`src/sv/pre_pkg.sv`:
```
`timescale 1ns / 1ps
// pre_pkg: shared types and constants for the pixel rectangle engine.
// No dependencies; used by pre_front, pre_queue, pre_back and the top level.
package pre_pkg;

   localparam int FRAME_W      = 9;
   localparam int COORD_W      = 16;
   localparam int PIXEL_W      = 8;
   localparam int CSR_INDEX_W  = 4;
   localparam int QUEUE_DEPTH  = 2;
   localparam int QUEUE_PTR_W  = $clog2(QUEUE_DEPTH);
   localparam int QUEUE_CNT_W  = QUEUE_PTR_W + 1;

   localparam logic [CSR_INDEX_W-1:0] CSR_FRAME_WIDTH  = CSR_INDEX_W'(0);
   localparam logic [CSR_INDEX_W-1:0] CSR_FRAME_HEIGHT = CSR_INDEX_W'(1);

   localparam logic [FRAME_W-1:0] FRAME_RESET = FRAME_W'(256);

   typedef enum logic [1:0] {
      KIND_QUERY = 2'd0,
      KIND_FILL  = 2'd1,
      KIND_MERGE = 2'd2,
      KIND_NONE  = 2'd3
   } req_kind_type;

   typedef enum logic [2:0] {
      BK_CLEAR,
      BK_IDLE,
      BK_WALK,
      BK_DRAIN,
      BK_RESP
   } bk_state_type;

   typedef struct packed {
      req_kind_type        kind;
      logic                active;
      logic [FRAME_W-1:0]  x1;
      logic [FRAME_W-1:0]  x2;
      logic [FRAME_W-1:0]  y1;
      logic [FRAME_W-1:0]  y2;
      logic [PIXEL_W-1:0]  pix;
   } job_type;

   typedef struct packed {
      logic clearing;
      logic idle;
   } bk_status_type;

endpackage

```
`src/sv/pre_queue.sv`:
```
`timescale 1ns / 1ps
// pre_queue: short request queue between the front and the back.
// Depends on pre_pkg.
module pre_queue (
   input  logic             clock,
   input  logic             reset,
   input  logic             push,
   input  pre_pkg::job_type push_job,
   output logic             full,
   input  logic             pop,
   output pre_pkg::job_type pop_job,
   output logic             not_empty
);

   pre_pkg::job_type                     entry_ff [pre_pkg::QUEUE_DEPTH];
   logic [pre_pkg::QUEUE_PTR_W-1:0]      wr_ptr_ff, wr_ptr_in;
   logic [pre_pkg::QUEUE_PTR_W-1:0]      rd_ptr_ff, rd_ptr_in;
   logic [pre_pkg::QUEUE_CNT_W-1:0]      count_ff, count_in;

   function automatic logic [pre_pkg::QUEUE_CNT_W-1:0] QUEUE_ONE(input logic b);
      QUEUE_ONE = {{(pre_pkg::QUEUE_CNT_W-1){1'b0}}, b};
   endfunction

   always_comb begin
      wr_ptr_in = push ? wr_ptr_ff + 1'b1 : wr_ptr_ff;
      rd_ptr_in = pop  ? rd_ptr_ff + 1'b1 : rd_ptr_ff;
      count_in  = count_ff + QUEUE_ONE(push) - QUEUE_ONE(pop);
   end

   always_ff @(posedge clock) begin
      if (reset) begin
         wr_ptr_ff <= '0;
         rd_ptr_ff <= '0;
         count_ff  <= '0;
      end else begin
         wr_ptr_ff <= wr_ptr_in;
         rd_ptr_ff <= rd_ptr_in;
         count_ff  <= count_in;
      end
   end

   always_ff @(posedge clock) begin
      if (push) begin
         entry_ff[wr_ptr_ff] <= push_job;
      end
   end

   assign full      = (count_ff == pre_pkg::QUEUE_CNT_W'(pre_pkg::QUEUE_DEPTH));
   assign not_empty = (count_ff != '0);
   assign pop_job   = entry_ff[rd_ptr_ff];

endmodule

```
`config.mk`:
```
export PLATFORM = sky130hd
export DESIGN_NAME = pre_queue
export DESIGN_NICKNAME = d
export VERILOG_FILES = /design/src/sv/pre_pkg.sv /design/src/sv/pre_queue.sv
export SDC_FILE = /design/constraint.sdc
export NUM_CORES = 1
export LEC_CHECK = 0
export BUFFER_PORTS_ARGS = -buffer_cell sky130_fd_sc_hd__buf_2
export CAP_MARGIN = 30
export CELL_PAD_IN_SITES_DETAIL_PLACEMENT = 1
export CELL_PAD_IN_SITES_GLOBAL_PLACEMENT = 1
export CORE_ASPECT_RATIO = 0.5
export CORE_UTILIZATION = 40
export DETAILED_ROUTE_END_ITERATION = 8
export PLACE_DENSITY_LB_ADDON = 0.1
export SYNTH_ARGS = -nofsm -noshare
export SYNTH_HDL_FRONTEND = slang
export SYNTH_SLANG_ARGS = --single-unit
export TNS_END_PERCENT = 50
```
`constraint.sdc`:
```
create_clock -name clock -period 4.6 [get_ports clock]
set_input_delay 0.92 -clock clock [delete_from_list [all_inputs] [get_ports clock]]
set_output_delay 0.92 -clock clock [all_outputs]
set_load 0.03 [all_outputs]
```
==> key figures <==
Global routing
  • First-pass GRT wire length: 10500 microns
  • Initial antenna violation count: 0
  • Total track usage: 0.148
  • Number of global-route vias before repair: 2074
  • Largest net degree at the start of global routing: 34
  • Overflow after GRT: 0

Critical path
  • CP bufs+invs: 2
  • Slowest CP cell: dfxtp_2
  • Max FO, Critical Path: 27
  • Crit-path max cell delay: around 0.84 ns
  • Worst path required time: between 3 and 4 ns
  • Worst-path cell chain: buf_4 > mux2_2 > buf_2
  • Largest delay contributor family on the critical path: flip-flops
  • Worst Setup Path Type: flip-flop to output pin
  • Critical Path Source Type: flip-flop
  • CP Capture Type: output pin
  • CP arrival: 2.23 ns

STA
  • Tmin final: ~3.1 ns
  • Unrepaired setup endpoints after global routing: no
  • Worst slew margin: 0.476
  • Hold Slack: 0.525 ns
  • Final Cycle Share: 0.684
  • Clock Skew: 0.00808 ns
  • Least-Margin Pin Slew: between 0.7 and 0.8 ns
  • Final Hold Vio Count: 0
  • Final Setup Violations: 0
  • Setup_tns: 0 ns
  • Fmax: ~320 MHz
  • Slew Limit Fails: 0

Route
  • Remaining antenna violation count: 0
  • Pre-Repair DR Iteration Count: 6
  • DR DRC count: 11
  • Drt total wl: around 6600 microns
  • Routed wire per std cell: 16.6 microns
  • Detail Route met3 WL: 425 microns
  • M1 WL: 2670 microns
  • Highest Signal Layer: met4
  • Met2 WL: 3450 microns
  • DRT iter0 DRCs: 77
  • Vias post-DR: between 1500 and 2000
  • Vias per cell: 4.63

Run status
  • Failing checks: design-rule violations
  • Status: complete, but fails checks

Logic synthesis
  • Post-synth top area cell: edfxtp_1
  • Primary FF master, synth: edfxtp_1
  • Synth cell types: 14
  • Syn nets: 220
  • Synth warn: 0
  • Post-Syn Area: around 0.0037 sq mm
  • Top cell type's share of synthesized area: 0.756
  • Top post-synthesis cells by count: 94 x edfxtp_1, 30 x mux2_4, 17 x mux2_2
  • Asr flop ratio synth: 0
  • Mean Syn Cell Area: 22.4 sq um
  • Post-synth EDFFs: 94
  • Synth area leaders: edfxtp_1 76%, mux2_4 12%, mux2_2 5.1%, dfxtp_1 2.7%, buf_6 1.2%
  • Register bit count reported by yosys: 99
  • Count leader, synth: edfxtp_1
  • Seq/Total Area, Yosys: 0.783
  • Cells after Synth: 167

Clocking
  • CTS tree: built
  • Clock Latency Late Sink: 0.34 ns
  • Hold buffers post-CTS: 0
  • Clock root buffer: clkbuf_16
  • Post-CTS setup buffers: 0
  • CTS clk-pin slew, worst paths: 0.07 ns
  • Post_cts resized: 0
  • Sink Count: 99
  • TritonCTS buffer count: 9
  • CTS max path bufs: 2
  • Htree depth: 3

Power and ir drop
  • Leakage: approximately 1.8 nW
  • Clock power frac: 0.337
  • Internal: 1.58 mW
  • Logic pwr share: 0.153
  • Peak supply drop: 181 uV
  • Switching power: 0.529 mW
  • PwrDens: 452 mW/mm^2
  • Flop pwr share: 0.510
  • Net Sw Frac: 0.250

Final layout
  • Share of cells above drive strength 1: 0.605
  • Finished Cell Area: about 0.0047 sq mm
  • Final core occ: 0.526
  • Nets: 329
  • Area grow syn2layout: 25.3%
  • Ant diodes: 0

Place
  • GP Congestion: 0.681
  • DP HPWL: about 4500 microns
  • IO buf count: 99
  • Placed Area: 0.00437 sq mm

Die
  • Die area: between 0.009 and 0.01 sq mm
  • Die Wd: 139 microns
  • I/O Pins: 100
  • Die height: 70.3 microns
  • Core Area: 0.00889 sq mm
  • Starting density of the core: 0.420
  • Row count: 24

Min path
  • Min-Delay Path Class: flip-flop to flip-flop

Run
  • Max-Cap Viols: 0
final cells by class:
type                    count  area (sq um)
flip-flops and latches     99          2920
clock buffers              10           250
clock inverters             6          37.5
repair buffers            103           551
multi-input cells          61           762
inverters                   2          7.51
fillers                   865          4210
well taps                 117           146
worst min-delay path, delay by kind of cell, from the launching register on:
kind,cells,cell delay [ns]
DFF,1,0.33
and+or+nand+nor,1,0.08
xor gates and xnor gates,1,0.08
state kept, by name (all words and copies together) (netlist names), named ones only:
signal     count
rd_ptr_ff      1
entry_ff      94
count_ff       2
wr_ptr_ff      1
power groups by stage:
stage	clock network, mW	registers (mW)	logic (mW)
after floorplan	0	1.08	0.243
after global placement	0	1.10	0.315
after detailed placement	0	1.10	0.325
final	0.711	1.08	0.323
after global routing	0.762	1.09	0.345
after CTS	0.730	1.08	0.326
routing by layer:
layer / vias to the layer above / global-route usage
li1: 865 / -
met1: 916 / 0.159
met2: 55 / 0.268
met3: 8 / 0.0576
met4: 0 / 0.0481
met5: - / 0
path summary, 6_finish.rpt:
kind	from	slack, ns	to	cells past startpoint
worst min register to register	rd_ptr_ff	0.52	rd_ptr_ff	2
worst min-delay path	rd_ptr_ff	0.52	rd_ptr_ff	2
worst max register to register	wr_ptr_ff	3.02	entry_ff[1][32]	2
worst max-delay path	flip-flop	1.45	pop_job[41]	3
cells by family after synthesis:
logic type | synth area share
flops | 0.783
mux | 0.172
simple gates | 0.0124
buf+inv | 0.0154
xor+xnor | 0.0107
fa+ha+maj | 0.00670
cells in the final DEF, fill, tap and decap left out:
cell type,n
buf_12,2
dfxtp_2,1
inv_6,1
or2_2,1
dfxtp_1,4
inv_1,2
xnor3_1,1
buf_2,99
nor2b_4,1
clkinv_4,1
ha_1,2
and2_2,1
edfxtp_1,94
xnor2_1,2
clkbuf_16,10
mux2_2,17
buf_4,2
clkinv_2,4
nor2_1,4
nor2b_1,2
mux2_4,30
metrics by stage:
stage	setup slack [ns]	instances	total power [mW]
after CTS	1.39	397	2.14
after floorplan	1.13	167	1.33
final	1.45	398	2.11
after global placement	1.79	380	1.41
after global routing	1.29	398	2.19
after detailed placement	1.77	381	1.42
(Power assumes the default switching activity.)
