File: config.mk
export PLATFORM = sky130hd
export DESIGN_NAME = pre_front
export DESIGN_NICKNAME = d
export VERILOG_FILES = /design/src/sv/pre_pkg.sv /design/src/sv/pre_front.sv
export SDC_FILE = /design/constraint.sdc
export NUM_CORES = 1
export LEC_CHECK = 0
export ABC_AREA = 1
export BUFFER_PORTS_ARGS = -buffer_cell sky130_fd_sc_hd__buf_2
export CAP_MARGIN = 10
export CORE_ASPECT_RATIO = 0.9
export CORE_MARGIN = 5
export CORE_UTILIZATION = 26
export DETAILED_ROUTE_END_ITERATION = 8
export REMOVE_ABC_BUFFERS = 1
export SLEW_MARGIN = 40
export SYNTH_ARGS = -nofsm -noshare
export SYNTH_HDL_FRONTEND = slang
export SYNTH_SLANG_ARGS = --single-unit
File: constraint.sdc
create_clock -name vclk -period 3.9
set_clock_uncertainty 0.15 [all_clocks]
set_input_delay 0 -clock vclk [all_inputs]
set_output_delay 0 -clock vclk [all_outputs]
set_load 0.01 [all_outputs]
File: src/sv/pre_pkg.sv
`timescale 1ns / 1ps
// pre_pkg: shared types and constants for the pixel rectangle engine.
// No dependencies; used by pre_front, pre_queue, pre_back and the top level.
package pre_pkg;

   localparam int FRAME_W      = 9;
   localparam int COORD_W      = 16;
   localparam int PIXEL_W      = 8;
   localparam int CSR_INDEX_W  = 4;
   localparam int QUEUE_DEPTH  = 2;
   localparam int QUEUE_PTR_W  = $clog2(QUEUE_DEPTH);
   localparam int QUEUE_CNT_W  = QUEUE_PTR_W + 1;

   localparam logic [CSR_INDEX_W-1:0] CSR_FRAME_WIDTH  = CSR_INDEX_W'(0);
   localparam logic [CSR_INDEX_W-1:0] CSR_FRAME_HEIGHT = CSR_INDEX_W'(1);

   localparam logic [FRAME_W-1:0] FRAME_RESET = FRAME_W'(256);

   typedef enum logic [1:0] {
      KIND_QUERY = 2'd0,
      KIND_FILL  = 2'd1,
      KIND_MERGE = 2'd2,
      KIND_NONE  = 2'd3
   } req_kind_type;

   typedef enum logic [2:0] {
      BK_CLEAR,
      BK_IDLE,
      BK_WALK,
      BK_DRAIN,
      BK_RESP
   } bk_state_type;

   typedef struct packed {
      req_kind_type        kind;
      logic                active;
      logic [FRAME_W-1:0]  x1;
      logic [FRAME_W-1:0]  x2;
      logic [FRAME_W-1:0]  y1;
      logic [FRAME_W-1:0]  y2;
      logic [PIXEL_W-1:0]  pix;
   } job_type;

   typedef struct packed {
      logic clearing;
      logic idle;
   } bk_status_type;

endpackage

File: src/sv/pre_front.sv
`timescale 1ns / 1ps
// pre_front: accepts requests and clips the rectangle to the active frame.
// Depends on pre_pkg.
module pre_front (
   input  logic                               req_valid,
   output logic                               req_stall,
   input  logic [1:0]                         req_type,
   input  logic signed [pre_pkg::COORD_W-1:0] req_rect_x,
   input  logic signed [pre_pkg::COORD_W-1:0] req_rect_y,
   input  logic signed [pre_pkg::COORD_W-1:0] req_rect_w,
   input  logic signed [pre_pkg::COORD_W-1:0] req_rect_h,
   input  logic [pre_pkg::PIXEL_W-1:0]        req_pixel_value,
   input  logic [pre_pkg::FRAME_W-1:0]        fw,
   input  logic [pre_pkg::FRAME_W-1:0]        fh,
   input  logic                               queue_full,
   input  pre_pkg::bk_status_type             bk_status,
   output logic                               push,
   output pre_pkg::job_type                   push_job
);

   logic signed [pre_pkg::COORD_W:0] x_end, y_end, fw_s, fh_s;
   logic signed [pre_pkg::COORD_W:0] x1_s, y1_s, x2_s, y2_s;
   pre_pkg::req_kind_type            kind;

   always_comb begin
      kind  = pre_pkg::req_kind_type'(req_type);
      x_end = 17'(req_rect_x) + 17'(req_rect_w);
      y_end = 17'(req_rect_y) + 17'(req_rect_h);
      fw_s  = signed'({8'b0, fw});
      fh_s  = signed'({8'b0, fh});
      x1_s  = req_rect_x[pre_pkg::COORD_W-1] ? '0 : 17'(req_rect_x);
      y1_s  = req_rect_y[pre_pkg::COORD_W-1] ? '0 : 17'(req_rect_y);
      x2_s  = (x_end < fw_s) ? x_end : fw_s;
      y2_s  = (y_end < fh_s) ? y_end : fh_s;

      push_job.kind   = kind;
      push_job.active = (kind != pre_pkg::KIND_NONE) && (x2_s > x1_s) && (y2_s > y1_s);
      push_job.x1     = x1_s[pre_pkg::FRAME_W-1:0];
      push_job.x2     = x2_s[pre_pkg::FRAME_W-1:0];
      push_job.y1     = y1_s[pre_pkg::FRAME_W-1:0];
      push_job.y2     = y2_s[pre_pkg::FRAME_W-1:0];
      push_job.pix    = req_pixel_value;
   end

   assign req_stall = queue_full || bk_status.clearing;
   assign push      = req_valid && !req_stall;

endmodule

==> load_flow_metrics.sql <==
INSERT INTO impl_metrics (metric_group, metric, value, unit) VALUES
('global_routing', 'first_global_vias', '4542', ''),
('die', 'floorplan.die.height', '121', 'um'),
('pwr', 'p_per_area', '229', 'mW/mm^2'),
('global_routing', 'largest_net_degree_at_the_start_of_global_routing', '14', ''),
('worst_setup_path', 'critPathKind', 'input port to output port', ''),
('cells_and_area', 'area.growth.synth_to_final', '56.0', '%'),
('synth', 'synth_area_leader_cell', 'sky130_fd_sc_hd__ha_1', ''),
('placed_design', 'detailed_place_hpwl', '10900', 'um'),
('routing', 'routed_via_density', '4.42', ''),
('synth', 'netlist-cell-type-count', '34', ''),
('flow_run', 'maxCapViolCount', '0', ''),
('die', 'ioPinCount', '145', ''),
('sta', 'final_critical_path_setup_slack', '-269', 'ps'),
('placed_design', 'place_inst', '1026', ''),
('sta', 'drv_slew', '0', ''),
('cells_and_area', 'final_net_count', '1061', ''),
('global_routing', 'grt_first_pass_wirelength', '20900', 'um'),
('synth', 'synth_cells', '655', ''),
('global_routing', 'grt_antenna_before_repair', '0', ''),
('cells_and_area', 'area_taken_by_multi_input_logic_gates', '0.00335', 'sq mm'),
('cells_and_area', 'post_route_non_filler_standard_cell_count', '1049', ''),
('die', 'die_width', '133', 'um'),
('run_status', 'violations', 'negative setup slack', ''),
('routing', 'routed_wirelength', '12700', 'um'),
('die', 'std_cell_rows', '40', ''),
('cells_and_area', 'drive_gt1_share', '34.7', '%'),
('pwr', 'ir_worst_vdd', '0.000110', 'V'),
('synth', 'yosys.cell_count.top_type', 'sky130_fd_sc_hd__nand2_1', ''),
('worst_setup_path', 'crit_path_max_incr_delay', '300', 'ps'),
('synth', 'synth_area_leaders', 'sky130_fd_sc_hd__ha_1 28%, sky130_fd_sc_hd__nand2_1 23%, sky130_fd_sc_hd__inv_1 12%, sky130_fd_sc_hd__a21oi_1 6.2%, sky130_fd_sc_hd__nor2_1 5.6%', ''),
('sta', 'final.min_clock_period', '4170', 'ps'),
('routing', 'detail_route.iter0.violations', '170', ''),
('routing', 'detail_route.drc_violations', '0', ''),
('sta', 'worst_pin_slew', '550', 'ps'),
('pwr', 'total_leakage_power', '0.00344', 'uW'),
('worst_setup_path', 'worst-path-stages', '36', ''),
('placed_design', 'buffer_ports.inserted', '128', ''),
('worst_setup_path', 'critical_path_required', '3750', 'ps'),
('cells_and_area', 'nFlopsAndLatches', '0', ''),
('synth', 'synth-warning-count', '0', ''),
('sta', 'unrepaired_setup_endpoints_after_global_routing', 'true', ''),
('global_routing', 'grt_use_total', '15.1', '%'),
('placed_design', 'placement.setup.worst_slack', '-743', 'ps'),
('synth', 'yosys-top-cells-count', '223 x sky130_fd_sc_hd__nand2_1, 116 x sky130_fd_sc_hd__inv_1, 80 x sky130_fd_sc_hd__ha_1, 53 x sky130_fd_sc_hd__nor2_1, 44 x sky130_fd_sc_hd__a21oi_1', ''),
('placed_design', 'place.gp.congestion', '0.841', ''),
('cells_and_area', 'n_fill_cell', '1461', ''),
('cells_and_area', 'final_util', '41.5', '%'),
('worst_setup_path', 'endpoint', 'push_job[44]', ''),
('routing', 'drt.antenna.violating_nets', '0', ''),
('cells_and_area', 'num_antenna_cells', '0', ''),
('sta', 'maxSlewHeadroom', '63.3', '%'),
('sta', 'final.period_utilization', '107', '%'),
('worst_setup_path', 'critical_path.startpoint_type', 'input port', ''),
('worst_setup_path', 'critPathSlowestCell', 'sky130_fd_sc_hd__ha_1', ''),
('synth', 'postSynthAreaPerCell', '5.45', 'sq um'),
('die', 'floorplan.die_area', '0.0162', 'sq mm'),
('worst_setup_path', 'worst_setup_path_startpoint', 'req_rect_y[2]', ''),
('synth', 'synthesis.area', '0.00357', 'sq mm'),
('cells_and_area', 'nClkBuffers', '0', ''),
('sta', 'final_setup_violation_count', '1', ''),
('worst_setup_path', 'worstPathMaxFanout', '7', ''),
('run_status', 'outcome', 'finished with violations', ''),
('worst_setup_path', 'critical_path_buf_inv_count', '6', ''),
('min_path', 'hold_class', 'input port to output port', ''),
('worst_setup_path', 'cp_common_cell', 'sky130_fd_sc_hd__nand2_1', ''),
('worst_setup_path', 'end_kind', 'output port', ''),
('die', 'floorplan.core_area', '0.0134', 'sq mm'),
('cells_and_area', 'ff_latch_area', '0', 'sq um'),
('die', 'floorplan.initialDensity', '26.6', '%'),
('sta', 'report.final.hold_viol_count', '0', ''),
('sta', 'achievable_freq', '240', 'MHz'),
('global_routing', 'globalRouteOverflowTotal', '0', ''),
('routing', 'vias', '4633', ''),
('worst_setup_path', 'cp.arrival', '4020', 'ps'),
('routing', 'drt-wirelength-per-cell', '12.1', 'um'),
('worst_setup_path', 'family_with_the_most_delay_on_the_worst_path', 'simple AND/OR/NAND/NOR gates', ''),
('synth', 'synth-seq-area-share', '0', '%'),
('synth', 'synth_top_area_share', '28.1', '%'),
('routing', 'drt_first_pass_iters', '5', '');
## layout make-up
cell class | instances | share of cell area [%]
inverter | 121 | 8.16
multi-input combinational | 518 | 60.2
tap | 168 | 3.78
timing repair buffer | 242 | 27.9
## how the worst min path moves through the flow
stage                         endpoint          startpoint  cells after the start  slack (ps)
after CTS                 push_job[45]         req_type[0]                      2          90
final                     push_job[45]         req_type[0]                      2          70
after detailed placement   push_job[0]  req_pixel_value[0]                      0        -150
after global placement     push_job[0]  req_pixel_value[0]                      0        -150
after floorplan            push_job[0]  req_pixel_value[0]                      0        -150
after global routing      push_job[45]         req_type[0]                      2          90
## per-stage QoR
step           hold slack (ps)  setup TNS [ps]  cell area [sq um]  power [uW]
2_1_floorplan             -150            -187               3470         620
3_3_place_gp              -150            -745               5010        1100
3_5_place_dp              -150            -743               5010        1100
6_report                  70.9            -269               5570        1280
4_1_cts                   85.8            -360               5420        1230
5_1_grt                   89.3            -625               5570        1440
## report_power, final
group	switching (uW)	internal, uW	total (uW)	leakage (uW)
clock	0	0	0	0
sequential	0	0	0	0
combinational	664	612	1280	0.00344
## layout by cell type, fill, tap and decap left out, types with 7 or more instances in the layout
| master | synthesis | routed |
|---|---|---|
| sky130_fd_sc_hd__nor2_1 | 53 | 49 |
| sky130_fd_sc_hd__ha_1 | 80 | 72 |
| sky130_fd_sc_hd__inv_2 | 5 | 9 |
| sky130_fd_sc_hd__nand2_2 | 7 | 14 |
| sky130_fd_sc_hd__a21oi_1 | 44 | 39 |
| sky130_fd_sc_hd__o21ai_0 | 24 | 12 |
| sky130_fd_sc_hd__o21ai_1 | 3 | 9 |
| sky130_fd_sc_hd__buf_2 | 1 | 126 |
| sky130_fd_sc_hd__dlygate4sd3_1 | 0 | 8 |
| sky130_fd_sc_hd__nor3_1 | 7 | 7 |
| sky130_fd_sc_hd__ha_4 | 0 | 8 |
| sky130_fd_sc_hd__nand3_1 | 32 | 30 |
| sky130_fd_sc_hd__nand2_1 | 223 | 212 |
| sky130_fd_sc_hd__buf_4 | 10 | 103 |
| sky130_fd_sc_hd__inv_1 | 116 | 112 |
## metal layers
layer	wire length, um	global-route usage (%)
met4	140	1.41
met3	606	1.08
met2	5910	27.3
met5	0	0
met1	6080	20.3
## cell families after synthesis
kind of cell | share of synthesized area (%)
simple gates | 39.1
buf+inv | 15.5
compound gates | 12.6
fa+ha+maj | 29.2
xor+xnor | 3.68
## timing repair
item / CTS / global route
endpoints found under the setup margin: 1 / 1
buffers inserted: 11 / 4
pin swaps: 28 / 24
hold buffers: 8 / 0
hold endpoints to repair: 8 / 0
resized for setup: 59 / 25
Power figures use the tool's default switching activity.
